File: src/hdl/spi_mbs_pkg.sv
// ---------------------------------------------------------------------------
// SPI master byte shifter package
// Register indexes, reset values and the prescaler half-period table.
// ---------------------------------------------------------------------------
package spi_mbs_pkg;

	// Configuration register indexes
	localparam int unsigned CfgIndexWidth = 3;
	typedef logic [CfgIndexWidth-1:0] cfg_index_t;

	localparam cfg_index_t CFG_RATE_SELECT    = 3'd0;
	localparam cfg_index_t CFG_DOUBLE_SPEED   = 3'd1;
	localparam cfg_index_t CFG_CLOCK_POLARITY = 3'd2;
	localparam cfg_index_t CFG_CLOCK_PHASE    = 3'd3;
	localparam cfg_index_t CFG_LSB_FIRST      = 3'd4;

	// Configuration data carries the widest register (rate_select)
	localparam int unsigned CfgDataWidth = 2;
	typedef logic [CfgDataWidth-1:0] cfg_data_t;

	// Field and state widths
	typedef logic [7:0] byte_t;
	typedef logic [1:0] rate_t;
	typedef logic [5:0] prescale_t;
	typedef logic [6:0] half_t;
	typedef logic [4:0] edge_cnt_t;

	localparam rate_t     RATE_RESET  = 2'd3;
	localparam edge_cnt_t LAST_EDGE   = 5'd16;

	// Half SCK period in ticks for each rate choice at normal speed
	localparam half_t HALF_BASE [4] = '{7'd2, 7'd8, 7'd32, 7'd64};

	// Half period after the double-speed setting
	function automatic half_t half_period(input rate_t rate, input logic dbl);
		half_t base;
		base = HALF_BASE[rate];
		return dbl ? (base >> 1) : base;
	endfunction

endpackage

File: src/hdl/spi_master_byte_shifter.sv
// ---------------------------------------------------------------------------
// SPI master byte shifter
// One-byte SPI master (modes 0 to 3, MSB or LSB first) stepped by tick
// requests; each request returns one snapshot of the pins and status.
// ---------------------------------------------------------------------------
//
//  channel | handshake            | payload
//  --------+----------------------+------------------------------------------
//  in      | in_valid / in_ready  | start_req, tx_byte, miso
//  out     | out_valid / out_ready| sck, mosi, busy_res, transfer_done, rx_byte
//  cfg     | cfg_valid / cfg_ready| cfg_index, cfg_data
//
//  Each tick request is handled as it is accepted: the transfer state advances at
//  the edge that accepts it and its result sits in the output register the
//  cycle after, so one request per cycle is sustained while results are taken.
//  The output register is one deep; a new request is taken whenever it is
//  empty or being drained in the same cycle.
//  Reset clears the transfer state and loads the register defaults
//  (rate_select 3, others 0); cfg_ready is always high.
//
module spi_master_byte_shifter (
	input  logic                    clk,
	input  logic                    arst_n,
	// tick requests
	input  logic                    in_valid,
	output logic                    in_ready,
	input  logic                    start_req,
	input  logic [7:0]              tx_byte,
	input  logic                    miso,
	// results
	output logic                    out_valid,
	input  logic                    out_ready,
	output logic                    sck,
	output logic                    mosi,
	output logic                    busy_res,
	output logic                    transfer_done,
	output logic [7:0]              rx_byte,
	// configuration writes
	input  logic                    cfg_valid,
	output logic                    cfg_ready,
	input  spi_mbs_pkg::cfg_index_t cfg_index,
	input  spi_mbs_pkg::cfg_data_t  cfg_data
);
	import spi_mbs_pkg::*;

	// Configuration registers
	rate_t rate_select_q;
	logic  double_speed_q;
	logic  clock_polarity_q;
	logic  clock_phase_q;
	logic  lsb_first_q;

	// Transfer state
	byte_t     out_shifter_q;
	byte_t     in_shifter_q;
	byte_t     received_byte_q;
	prescale_t prescale_count_q;
	edge_cnt_t edge_count_q;
	logic      active_q;
	logic      clock_level_q;
	logic      done_flag_q;

	// Result register
	logic  out_valid_q;
	logic  sck_q;
	logic  mosi_q;
	logic  busy_q;
	logic  done_q;
	byte_t rx_q;

	// Next-state values
	byte_t     out_shifter_d;
	byte_t     in_shifter_d;
	byte_t     received_byte_d;
	prescale_t prescale_count_d;
	edge_cnt_t edge_count_d;
	logic      active_d;
	logic      clock_level_d;
	logic      done_flag_d;

	logic      in_fire;
	logic      cfg_fire;
	logic      pol_write;
	half_t     half;
	edge_cnt_t edge_next;
	logic      leading;

	assign in_ready  = !out_valid_q || out_ready;
	assign in_fire   = in_valid && in_ready;
	assign cfg_ready = 1'b1;
	assign cfg_fire  = cfg_valid && cfg_ready;
	assign pol_write = cfg_fire && (cfg_index == CFG_CLOCK_POLARITY);

	assign half      = half_period(rate_select_q, double_speed_q);
	assign edge_next = edge_count_q + 5'd1;
	assign leading   = edge_next[0];

	// Advance the transfer by one tick
	always_comb begin
		out_shifter_d    = out_shifter_q;
		in_shifter_d     = in_shifter_q;
		received_byte_d  = received_byte_q;
		prescale_count_d = prescale_count_q;
		edge_count_d     = edge_count_q;
		active_d         = active_q;
		clock_level_d    = clock_level_q;
		done_flag_d      = done_flag_q;
		if (in_fire) begin
			if (!active_q) begin
				if (start_req) begin
					out_shifter_d    = tx_byte;
					in_shifter_d     = '0;
					prescale_count_d = '0;
					edge_count_d     = '0;
					active_d         = 1'b1;
					done_flag_d      = 1'b0;
					clock_level_d    = clock_polarity_q;
				end
			end else if (({1'b0, prescale_count_q} + 7'd1) >= half) begin
				// End of a half period: toggle SCK
				prescale_count_d = '0;
				clock_level_d    = !clock_level_q;
				edge_count_d     = edge_next;
				if (leading == !clock_phase_q) begin
					in_shifter_d = lsb_first_q ? {miso, in_shifter_q[7:1]}
					                           : {in_shifter_q[6:0], miso};
				end
				if ((!clock_phase_q && !leading && (edge_next < LAST_EDGE)) ||
				    (clock_phase_q && leading && (edge_next > 5'd1))) begin
					out_shifter_d = lsb_first_q ? {1'b0, out_shifter_q[7:1]}
					                            : {out_shifter_q[6:0], 1'b0};
				end
				if (edge_next >= LAST_EDGE) begin
					active_d        = 1'b0;
					edge_count_d    = '0;
					received_byte_d = in_shifter_d;
					done_flag_d     = 1'b1;
					clock_level_d   = clock_polarity_q;
				end
			end else begin
				prescale_count_d = prescale_count_q + 6'd1;
			end
		end
		// Flip SCK with a polarity change so the edge sequence is kept
		if (pol_write) begin
			clock_level_d = clock_level_d ^ clock_polarity_q ^ cfg_data[0];
		end
	end

	// Configuration registers
	always_ff @(posedge clk or negedge arst_n) begin
		if (!arst_n) begin
			rate_select_q    <= RATE_RESET;
			double_speed_q   <= 1'b0;
			clock_polarity_q <= 1'b0;
			clock_phase_q    <= 1'b0;
			lsb_first_q      <= 1'b0;
		end else if (cfg_fire) begin
			unique case (cfg_index)
				CFG_RATE_SELECT:    rate_select_q    <= cfg_data;
				CFG_DOUBLE_SPEED:   double_speed_q   <= cfg_data[0];
				CFG_CLOCK_POLARITY: clock_polarity_q <= cfg_data[0];
				CFG_CLOCK_PHASE:    clock_phase_q    <= cfg_data[0];
				CFG_LSB_FIRST:      lsb_first_q      <= cfg_data[0];
				default: ;
			endcase
		end
	end

	// Transfer state registers
	always_ff @(posedge clk or negedge arst_n) begin
		if (!arst_n) begin
			out_shifter_q    <= '0;
			in_shifter_q     <= '0;
			received_byte_q  <= '0;
			prescale_count_q <= '0;
			edge_count_q     <= '0;
			active_q         <= 1'b0;
			clock_level_q    <= 1'b0;
			done_flag_q      <= 1'b0;
		end else begin
			out_shifter_q    <= out_shifter_d;
			in_shifter_q     <= in_shifter_d;
			received_byte_q  <= received_byte_d;
			prescale_count_q <= prescale_count_d;
			edge_count_q     <= edge_count_d;
			active_q         <= active_d;
			clock_level_q    <= clock_level_d;
			done_flag_q      <= done_flag_d;
		end
	end

	// Hold the result until it is taken
	always_ff @(posedge clk or negedge arst_n) begin
		if (!arst_n) begin
			out_valid_q <= 1'b0;
		end else if (in_fire) begin
			out_valid_q <= 1'b1;
		end else if (out_ready) begin
			out_valid_q <= 1'b0;
		end
	end

	// Capture the post-tick snapshot
	always_ff @(posedge clk) begin
		if (in_fire) begin
			sck_q  <= clock_level_d;
			mosi_q <= lsb_first_q ? out_shifter_d[0] : out_shifter_d[7];
			busy_q <= active_d;
			done_q <= done_flag_d;
			rx_q   <= received_byte_d;
		end
	end

	assign out_valid     = out_valid_q;
	assign sck           = sck_q;
	assign mosi          = mosi_q;
	assign busy_res      = busy_q;
	assign transfer_done = done_q;
	assign rx_byte       = rx_q;

`ifndef SYNTHESIS
	// Busy and done never show together
	a_busy_done_excl: assert property (@(posedge clk) disable iff (!arst_n)
		out_valid_q |-> !(busy_q && done_q))
		else $error("busy and done both set in result");

	// Edge count stays below the final edge
	a_edge_range: assert property (@(posedge clk) disable iff (!arst_n)
		edge_count_q < LAST_EDGE)
		else $error("edge count out of range");

	// Idle means no edges counted
	a_idle_edges: assert property (@(posedge clk) disable iff (!arst_n)
		!active_q |-> (edge_count_q == '0))
		else $error("edge count nonzero while idle");

	// Prescaler rests at zero while idle
	a_prescale_idle: assert property (@(posedge clk) disable iff (!arst_n)
		!active_q |-> (prescale_count_q == '0))
		else $error("prescale count nonzero while idle");

	// Every accepted request yields a result next cycle
	a_result_follows: assert property (@(posedge clk) disable iff (!arst_n)
		in_fire |=> out_valid_q)
		else $error("accepted request produced no result");
`endif

endmodule

File: config.mk
export PLATFORM = sky130hd
export DESIGN_NAME = spi_master_byte_shifter
export DESIGN_NICKNAME = d
export VERILOG_FILES = /design/src/hdl/spi_mbs_pkg.sv /design/src/hdl/spi_master_byte_shifter.sv
export SDC_FILE = /design/constraint.sdc
export NUM_CORES = 1
export LEC_CHECK = 0
export BUFFER_PORTS_ARGS = -buffer_cell sky130_fd_sc_hd__buf_2
export CORE_MARGIN = 5
export CORE_UTILIZATION = 39
export CTS_CLUSTER_DIAMETER = 120
export DETAILED_ROUTE_END_ITERATION = 8
export PLACE_DENSITY = 0.71
export SETUP_SLACK_MARGIN = 0.4
export SYNTH_ARGS = -nofsm -noshare
export SYNTH_HDL_FRONTEND = slang
export SYNTH_SLANG_ARGS = --single-unit
File: constraint.sdc
create_clock -name clk -period 3.24 [get_ports clk]
set_clock_uncertainty 0.2 [all_clocks]
set_input_delay 0.972 -clock clk [delete_from_list [all_inputs] [get_ports clk]]
set_output_delay 0.972 -clock clk [all_outputs]
set_load 0.03 [all_outputs]
==> impl_metrics.csv, run 1 <==
group,metric,value,unit
worst_setup_path,cp.arrival,2.67,ns
yosys,syn-num-nets,300,
power_and_ir_drop,p_leak,1.61,nW
drt,drc_errors,0,
timing,whs,0.290,ns
grt,grt_pass1_vias,2058,
drt,antenna_left,0,
worst_setup_path,slowest_delay,0.58,ns
die,initial_core_util,40.7,%
timing,setup-tns-final,0,ns
yosys,netlist_area,2980,um^2
timing,fmax,360,MHz
worst_setup_path,crit_path_start_kind,"register",
die,die_x,97.4,um
power_and_ir_drop,ir_worst_vdd,315,uV
clock_tree,htreeDepth,3,
worst_setup_path,path_max_fanout,9,
placed_design,dpl.hpwl,4180,um
yosys,synth_top_area_cell,"dfrtp_1",
power_and_ir_drop,power_density,824,nW/um^2
yosys,synth_edf_count,12,
clock_tree,cts_tree,"built",
cells_and_area,n_fill_cell,652,
yosys,ys.flop_type,"dfrtp_1",
timing,hold_viol_final,0,
run,maxCapViolCount,0,
yosys,ys_seq_elements,57,
drt,drt_iter0_drc,136,
grt,grt_use_total,13.4,%
grt,grt_max_degree,46,
yosys,synth_top_area_share,36.1,%
clock_tree,worstSkewPairLatency,0.34,ns
timing,setup_violations,0,
cells_and_area,multi_input_area,1530,um^2
clock_tree,cts_buffers,9,
drt,first_pass_iters,4,
drt,wl_per_cell,15.3,um
grt,grt_pass1_wl,10100,um
cells_and_area,diodes,0,
worst_hold_path,hold_path_class,"reg2reg",
yosys,synth_commonest_cells,"43 x dfrtp_1, 24 x a21oi_1, 14 x a22o_1, 14 x nand2_1, 14 x nor2_1",
worst_setup_path,critPathCaptureType,"register",
status,status,"finished, final reports clean",
timing,rsz0062_at_grt,"false",
cells_and_area,instances_no_fill,413,
worst_setup_path,path_cells,"or3b_4, ha_4, nand2_2, nor2_4, a21oi_4, or2_4, nor2_4, buf_12, mux2_4",
die,dieHeight,97.4,um
grt,grt-ovfl-total,0,
timing,finalCriticalPeriod,2.78,ns
die,dieArea,9490,um^2
timing,slew_viol_final,0,
yosys,synth_most_common_cell,"dfrtp_1",
yosys,yosysSeqAreaShare,50.0,%
clock_tree,holdBufCountCts,0,
cells_and_area,regArea,1490,um^2
yosys,synthArstFlopShare,78.9,%
yosys,avgSynthCellArea,11.1,um^2
placed_design,placed_cell_area,3310,um^2
clock_tree,clkTransAtPathRegs,0.07,ns
die,row_count,31,
drt,via_per_inst,5.19,
placed_design,place.gp.congestion,0.765,
cells_and_area,design_area,3670,um^2
die,ios,35,
power_and_ir_drop,total_power,0.00302,W
clock_tree,cts_buffer_depth,2,
drt,vias,2144,
yosys,syn_inst,268,
placed_design,placedCellCount,391,
cells_and_area,layout-drive-gt1-share,32.8,%
worst_setup_path,cp.required,3.13,ns
yosys,yosys_warnings,0,
timing,period_share,85.8,%
timing,worstMarginPinSlew,0.881,ns
cells_and_area,fin_nets,341,
yosys,ys_types,48,
drt,routed_wl,6300,um
worst_setup_path,worstSetupPathType,"reg2reg",
die,coreArea,7330,um^2
worst_setup_path,cp_common_cell,"nor2_4",
placed_design,io_buffers,33,
clock_tree,clockRootBuffer,"clkbuf_8",
timing,max_slew_margin,41.2,%
clock_tree,numClockSinks,57,
cells_and_area,syn2layout_area_growth,23.0,%
yosys,synth_area_leaders,"dfrtp_1 36%, edfxtp_1 12%, ha_1 5.0%",
worst_setup_path,cp_slowest_cell,"dfstp_2",
grt,antenna_found_initial,0,
power breakdown:
part / total (W) / internal (W) / switching, W / leakage (nW)
registers: 0.00112 / 0.000918 / 0.000201 / 0.667
logic: 0.00114 / 0.000542 / 0.000600 / 0.829
clock network: 0.000761 / 0.000440 / 0.000321 / 0.110
cells in the final DEF (no fill, tap or decap), types with 3 or more instances in the layout:
master and n:
and2_1 3, nand2_1 12, o21ai_1 7, mux2_4 7
mux2_2 12, a21oi_1 23, clkbuf_8 9, edfxtp_1 12
inv_6 3, nand3b_1 3, nand3_1 7, buf_4 9
xnor2_1 3, xor2_1 4, nand2b_1 3, inv_1 9
buf_2 33, nor2_1 12, ha_1 10, mux2i_1 11
nor2b_1 3, a2bb2oi_1 6, dfrtp_2 3, o21ai_0 5
a22o_1 14, dfrtp_1 40
critical path: cells and delay by family, from the launching register on:
kind / cells / cell delay [ns]
simple gates: 5 / 0.96
flops: 1 / 0.58
mux: 1 / 0.31
fa+ha+maj: 1 / 0.27
buf+inv: 1 / 0.14
compound gates: 1 / 0.07
flip-flops by register name, summed over array words and instances, names as in the netlist:
| register | cells |
|---|---|
| in_shifter_q | 8 |
| out_shifter_q | 8 |
| received_byte_q | 8 |
| rx_byte | 8 |
| prescale_count_q | 6 |
| edge_count_q | 5 |
| rate_select_q | 2 |
| active_q | 1 |
| busy_res | 1 |
| clock_level_q | 1 |
| clock_phase_q | 1 |
| clock_polarity_q | 1 |
| done_flag_q | 1 |
| double_speed_q | 1 |
| lsb_first_q | 1 |
| mosi | 1 |
| out_valid | 1 |
| sck | 1 |
| transfer_done | 1 |
per-layer routing:
layer  GRT usage (%)  routed length (um)  vias up
met1            18.9                3030     1033
met3            3.16                 295        9
li1                -                   -     1057
met2            19.1                2870       45
met4            6.50                 109        0
met5               0                   0        -
path summary, 6_finish.rpt:
check | slack, ns | start | endpoint | cells after the start
worst max register to register | 0.46 | rate_select_q[0]$_DFFE_PN1P_ | rx_byte[5]$_DFFE_PP_ | 9
worst min-delay path | 0.29 | done_flag_q$_DFF_PN0_ | done_flag_q$_DFF_PN0_ | 1
worst max-delay path | 0.46 | rate_select_q[0]$_DFFE_PN1P_ | rx_byte[5]$_DFFE_PP_ | 9
min in group asynchronous | 0.50 | arst_n | lsb_first_q$_DFFE_PN0P_ | 2
worst min register to register | 0.29 | done_flag_q$_DFF_PN0_ | done_flag_q$_DFF_PN0_ | 1
max in group asynchronous | 1.91 | arst_n | prescale_count_q[2]$_DFFE_PN0P_ | 2
stage by stage:
| step | setup WS (ns) | utilization (%) |
|---|---|---|
| CTS | 0.421 | 48.7 |
| floorplan | 0.394 | - |
| detailed placement | 0.237 | 45.2 |
| finish | 0.459 | 50.0 |
| global placement | 0.288 | 45.2 |
| global route | 0.384 | 50.0 |
layout make-up:
cell class | count | area share, %
clock inverter | 7 | 2.80
sequential | 57 | 40.7
tap | 99 | 3.38
multi-input combinational | 188 | 41.7
timing repair buffer | 43 | 6.89
inverter | 10 | 1.16
clock buffer | 9 | 3.38
timing repair:
item,CTS,global route
resized for setup,0,17
pin swaps,1,1
setup endpoints to repair,8,35
setup buffers,3,3
cloned,0,0
cell families (layout without fill, tap and decap cells):
logic type | after synthesis | after routing | share of synthesized area (%)
adders and majority gates | 12 | 12 | 5.04
xor gates and xnor gates | 10 | 10 | 3.19
other | 1 | 1 | 0.126
muxes | 30 | 30 | 10.9
AOI/OAI and AO/OA | 69 | 69 | 15.7
and+or+nand+nor | 66 | 66 | 12.0
DFF | 57 | 57 | 50.0
buffers and inverters | 23 | 69 | 3.15
Power figures use the tool's default switching activity.
==> inputs of run 2 (changes only) <==
Settings changed: CORE_ASPECT_RATIO set to 0.9, PLACE_DENSITY 0.71 to unset, PLACE_DENSITY_LB_ADDON set to 0.08, RECOVER_POWER set to 25.
==> run 2 against run 1 <==
  * Cell area is essentially flat
  * First-iteration DRC count shrank 29%
  * Sequential cell count is the same
  * Hold slack lost 0.0084 ns
  * Sequential share of layout area is essentially flat
  * Die area is essentially flat
  * Global-route usage grew 1.6 points
  * Critical path depth grew 1
  * Cell count grew 0.48%
==> impl_metrics.csv, run 2 (synthesized netlist as in run 1, its figures left out) <==
group,metric,value,unit
clock_tree,holdBufCountCts,0,
timing,finalCriticalPeriod,2.83,ns
timing,setup_violations,0,
worst_hold_path,holdPathStages,1,
cells_and_area,diodes,0,
drt,drc_errors,0,
drt,first_pass_iters,5,
die,initial_core_util,39.7,%
power_and_ir_drop,power_density,823,nW/um^2
grt,met1_usage,22.4,%
grt,grt_use_total,14.9,%
drt,antenna_left,0,
timing,hold_viol_final,0,
grt,antenna_found_initial,0,
worst_setup_path,path_max_fanout,6,
timing,period_share,87.5,%
clock_tree,cts_tree,"built",
clock_tree,htreeDepth,3,
clock_tree,numClockSinks,57,
die,ios,35,
grt,use_met3,4.29,%
drt,drt_iter0_drc,96,
worst_hold_path,hold_path_class,"reg2reg",
clock_tree,clockRootBuffer,"clkbuf_8",
drt,routed_wl,6610,um
grt,met2_usage,19.9,%
worst_setup_path,worstSetupPathType,"reg2reg",
grt,grt_pass1_wl,10800,um
worst_setup_path,cp.required,3.13,ns
power_and_ir_drop,total_power,0.00302,W
worst_setup_path,startpoint,"prescale_count_q[1]$_DFFE_PN0P_",
clock_tree,cts_buffers,9,
placed_design,placed_cell_area,3330,um^2
timing,slew_viol_final,0,
worst_setup_path,crit_path_start_kind,"register",
run,maxCapViolCount,0,
grt,grt_max_degree,46,
timing,rsz0062_at_grt,"true",
worst_setup_path,reg2reg_from,"prescale_count_q[1]$_DFFE_PN0P_",
drt,wl_per_cell,15.9,um
placed_design,dpl.hpwl,4500,um
grt,grt-ovfl-total,0,
cells_and_area,instances_no_fill,415,
timing,max_slew_margin,23.5,%
placed_design,io_buffers,33,
drt,vias,2184,
worst_setup_path,cp.arrival,2.73,ns
clock_tree,cts_buffer_depth,2,
die,row_count,30,
worst_setup_path,r2r-end,"mosi$_DFFE_PP_",
die,die_x,102,um
timing,setup-tns-final,0,ns
worst_setup_path,critPathCaptureType,"register",
grt,busiest_layer,"met1",
die,dieArea,9490,um^2
drt,via_per_inst,5.26,
worst_setup_path,reg2reg_depth,10,
cells_and_area,fin_nets,346,
cells_and_area,design_area,3670,um^2
cells_and_area,layout-drive-gt1-share,32.9,%
cells_and_area,syn2layout_area_growth,23.0,%
cells_and_area,fin_util,48.8,%
die,coreArea,7510,um^2
clock_tree,worstSkewPairLatency,0.34,ns
timing,fmax,353,MHz
grt,grt_pass1_vias,2123,
worst_setup_path,endpoint,"mosi$_DFFE_PP_",
placed_design,place.gp.congestion,0.758,
cells_and_area,final_common_cell,"dfrtp_1",
power_and_ir_drop,ir_worst_vdd,409,uV
clock_tree,clkTransAtPathRegs,0.07,ns
die,dieHeight,92.9,um
placed_design,placedCellCount,391,
worst_setup_path,regToRegSetupSlack,0.41,ns
timing,worstMarginPinSlew,1.15,ns
status,status,"finished, final reports clean",
cells_and_area,most-common-layout-cells,"41 x dfrtp_1, 33 x buf_2, 22 x a21oi_1",
power_and_ir_drop,p_leak,1.61,nW
==> run 2: changes by cell type in the layout (fill, tap and decap cells not counted), sizes merged <==
cell    before  now
buf         43   46
clkinv       2    4
inv         12   10
clkbuf       9   10
nor2        15   16
==> run 2: report_power, final <==
part	switching [W]	internal (W)	total, W
Clock	0.000296	0.000432	0.000728
Sequential	0.000190	0.000917	0.00111
Combinational	0.000622	0.000560	0.00118
==> run 2: area by class of cell <==
type | count | area (um^2)
Inverter | 10 | 42.5
Clock inverter | 7 | 95.1
Tap cell | 96 | 120
Timing Repair Buffer | 47 | 275
Clock buffer | 9 | 124
Multi-Input combinational cell | 189 | 1520
Sequential cell | 57 | 1490
Fill cell | 710 | 3840
==> run 2: timing repair <==
item | 4_1_cts | 5_1_grt
gates resized for setup | 0 | 15
cloned | 1 | 0
pin swaps | 1 | 14
setup buffers | 4 | 3
endpoints found under the setup margin | 16 | 20
==> run 2: how the worst min path moves through the flow <==
| stage | start | end |
|---|---|---|
| finish | done_flag_q$_DFF_PN0_ | done_flag_q$_DFF_PN0_ |
| global route | done_flag_q$_DFF_PN0_ | done_flag_q$_DFF_PN0_ |
| CTS | done_flag_q$_DFF_PN0_ | done_flag_q$_DFF_PN0_ |
| floorplan | done_flag_q$_DFF_PN0_ | done_flag_q$_DFF_PN0_ |
| global placement | done_flag_q$_DFF_PN0_ | done_flag_q$_DFF_PN0_ |
| detailed placement | done_flag_q$_DFF_PN0_ | done_flag_q$_DFF_PN0_ |
==> run 2: critical path, stage by stage, from the launching register on <==
cell and delay (ns):
dfrtp_1 0.44, ha_4 0.20, nand3_4 0.09, xnor2_2 0.15, ha_1 0.29, a21oi_1 0.06
o21ai_1 0.15, a21oi_2 0.09, a211o_1 0.37, a221o_1 0.37, o32a_1 0.17
==> run 2: through the flow <==
step / worst slack, ns / hold slack, ns
after floorplan: 0.394 / 0.242
after global placement: 0.301 / 0.265
after detailed placement: 0.266 / 0.270
after CTS: 0.429 / 0.286
after global routing: 0.309 / 0.300
final: 0.405 / 0.282
==> run 2: per-layer routing <==
| metal | wire, um | part of all wire (%) |
|---|---|---|
| met1 | 3470 | 53 |
| met2 | 2730 | 41 |
| met3 | 363 | 5.5 |
| met4 | 41 | 0.62 |
| met5 | 0 | 0 |
==> inputs of run 3 (changes only) <==
Settings changed: RECOVER_POWER 25 to unset.
==> run 3 against run 2 <==
  * Total power about the same
  * Critical path depth unchanged
  * Sequential cell count stayed put
  * Routed wire length is essentially flat
  * Non-clock buffer count unchanged
  * Combinational power hardly changed
  * Clock-buffer cell count is the same
  * Sequential share of layout area shrank 0.11 points
  * Via count unchanged
  * Hold slack about the same
  * Sequential power barely moved
  * Critical path type unchanged
==> impl_metrics.csv, run 3 (synthesized netlist as in run 1, its figures left out) <==
group,metric,value,unit
status,status,"finished, final reports clean",
worst_setup_path,worstSetupPathType,"reg2reg",
die,coreArea,7510,um^2
clock_tree,numClockSinks,57,
worst_setup_path,reg2reg_from,"prescale_count_q[1]$_DFFE_PN0P_",
grt,grt_pass1_vias,2123,
die,ios,35,
worst_setup_path,cp.arrival,2.72,ns
placed_design,io_buffers,33,
worst_hold_path,holdPathStages,1,
worst_hold_path,hold_start,"done_flag_q$_DFF_PN0_",
drt,first_pass_iters,5,
worst_setup_path,path_cells,"ha_4, nand3_4, xnor2_2, ha_1, a21oi_1, o21ai_1, a21oi_2, a211o_1, a221o_1, o32a_1",
timing,hold_viol_final,0,
power_and_ir_drop,p_leak,1.62,nW
cells_and_area,final_common_cell,"dfrtp_1",
worst_hold_path,hold_path_class,"reg2reg",
clock_tree,cts_buffers,9,
cells_and_area,diodes,0,
cells_and_area,multi_input_area,1530,um^2
run,maxCapViolCount,0,
clock_tree,cts_buffer_depth,2,
die,die_x,102,um
clock_tree,clkTransAtPathRegs,0.07,ns
placed_design,dpl.hpwl,4500,um
cells_and_area,layout-drive-gt1-share,33.2,%
timing,max_slew_margin,39.8,%
timing,fmax,353,MHz
cells_and_area,regArea,1490,um^2
worst_setup_path,path_max_fanout,6,
grt,antenna_found_initial,0,
worst_setup_path,reg2reg_depth,10,
worst_setup_path,r2r-end,"mosi$_DFFE_PP_",
timing,period_share,87.5,%
drt,routed_wl,6600,um
clock_tree,holdBufCountCts,0,
grt,grt_pass1_wl,10800,um
cells_and_area,syn2layout_area_growth,23.3,%
drt,wl_per_cell,15.9,um
timing,whs,0.282,ns
worst_setup_path,cp_slowest_cell,"dfrtp_1",
timing,rsz0062_at_grt,"true",
clock_tree,worstSkewPairLatency,0.34,ns
drt,via_per_inst,5.26,
drt,antenna_left,0,
worst_hold_path,hold_end,"done_flag_q$_DFF_PN0_",
cells_and_area,most-common-layout-cells,"41 x dfrtp_1, 33 x buf_2, 22 x a21oi_1",
worst_setup_path,cp.required,3.13,ns
drt,vias,2184,
cells_and_area,fin_nets,346,
power_and_ir_drop,power_density,821,nW/um^2
grt,grt-ovfl-total,0,
drt,drc_errors,0,
worst_setup_path,regToRegSetupSlack,0.41,ns
clock_tree,htreeDepth,3,
worst_setup_path,critPathCaptureType,"register",
timing,finalCriticalPeriod,2.83,ns
timing,setup_violations,0,
drt,drt_iter0_drc,96,
clock_tree,cts_tree,"built",
die,dieHeight,92.9,um
worst_setup_path,crit_path_start_kind,"register",
placed_design,place.gp.congestion,0.758,
power_and_ir_drop,ir_worst_vdd,407,uV
timing,setup-tns-final,0,ns
die,row_count,30,
die,initial_core_util,39.7,%
timing,worstMarginPinSlew,0.903,ns
grt,grt_max_degree,46,
worst_setup_path,slowest_delay,0.44,ns
grt,grt_use_total,14.9,%
timing,slew_viol_final,0,
clock_tree,clockRootBuffer,"clkbuf_8",
cells_and_area,n_fill_cell,707,
die,dieArea,9490,um^2
==> run 3: how the worst max path moves through the flow <==
| stage | slack, ns | to | startpoint | cells past startpoint |
|---|---|---|---|---|
| 6_report | 0.41 | mosi$_DFFE_PP_ | prescale_count_q[1]$_DFFE_PN0P_ | 10 |
| 5_1_grt | 0.31 | mosi$_DFFE_PP_ | prescale_count_q[1]$_DFFE_PN0P_ | 10 |
| 4_1_cts | 0.43 | rx_byte[3]$_DFFE_PP_ | rate_select_q[0]$_DFFE_PN1P_ | 8 |
| 3_5_place_dp | 0.27 | rx_byte[5]$_DFFE_PP_ | rate_select_q[0]$_DFFE_PN1P_ | 8 |
| 3_3_place_gp | 0.30 | rx_byte[0]$_DFFE_PP_ | rate_select_q[0]$_DFFE_PN1P_ | 8 |
| 2_1_floorplan | 0.39 | rx_byte[0]$_DFFE_PP_ | rate_select_q[0]$_DFFE_PN1P_ | 9 |
==> run 3: layer usage <==
metal | track usage (%) | vias up | part of all wire [%]
met5 | 0 | - | 0
met4 | 5.90 | 0 | 0.38
met3 | 4.29 | 2 | 5.1
met2 | 19.9 | 43 | 42
met1 | 22.4 | 1071 | 53
li1 | - | 1068 | -
==> run 3: cell type report <==
| type | count | area share, % |
|---|---|---|
| Clock buffer | 9 | 3.37 |
| Clock inverter | 7 | 2.59 |
| Inverter | 10 | 1.16 |
| Multi-Input combinational cell | 189 | 41.5 |
| Sequential cell | 57 | 40.6 |
| Tap cell | 96 | 3.27 |
| Timing Repair Buffer | 47 | 7.56 |
==> run 3: where the power goes <==
part           leakage [nW]  internal (W)  switching [W]  total, W
Sequential            0.669      0.000917       0.000191   0.00111
Combinational         0.843      0.000562       0.000622   0.00118
Clock                 0.109      0.000432       0.000295  0.000727
Total                  1.62       0.00191        0.00111   0.00302
==> run 3: metrics by stage <==
step | area, um^2 | util (%) | cells | total power, W | setup slack [ns]
finish | 3680 | 49.0 | 415 | 0.00302 | 0.405
global route | 3680 | 49.0 | 415 | 0.00323 | 0.309
CTS | 3580 | 47.8 | 412 | 0.00295 | 0.429
detailed placement | 3330 | 44.4 | 391 | 0.00218 | 0.266
global placement | 3330 | 44.4 | 391 | 0.00217 | 0.301
floorplan | 3060 | - | 268 | 0.00190 | 0.394
==> run 3: critical path, delay by kind of cell, from the launching register on <==
kind / cells / cell delay (ns)
AOI/OAI and AO/OA: 6 / 1.21
adders and majority gates: 2 / 0.49
DFF: 1 / 0.44
xor gates and xnor gates: 1 / 0.15
and+or+nand+nor: 1 / 0.09
==> run 3: timing repair <==
item | in CTS | in global routing
pin swaps | 1 | 14
gates cloned | 1 | 0
setup buffers | 4 | 3
resized for setup | 0 | 15
setup endpoints to repair | 16 | 20
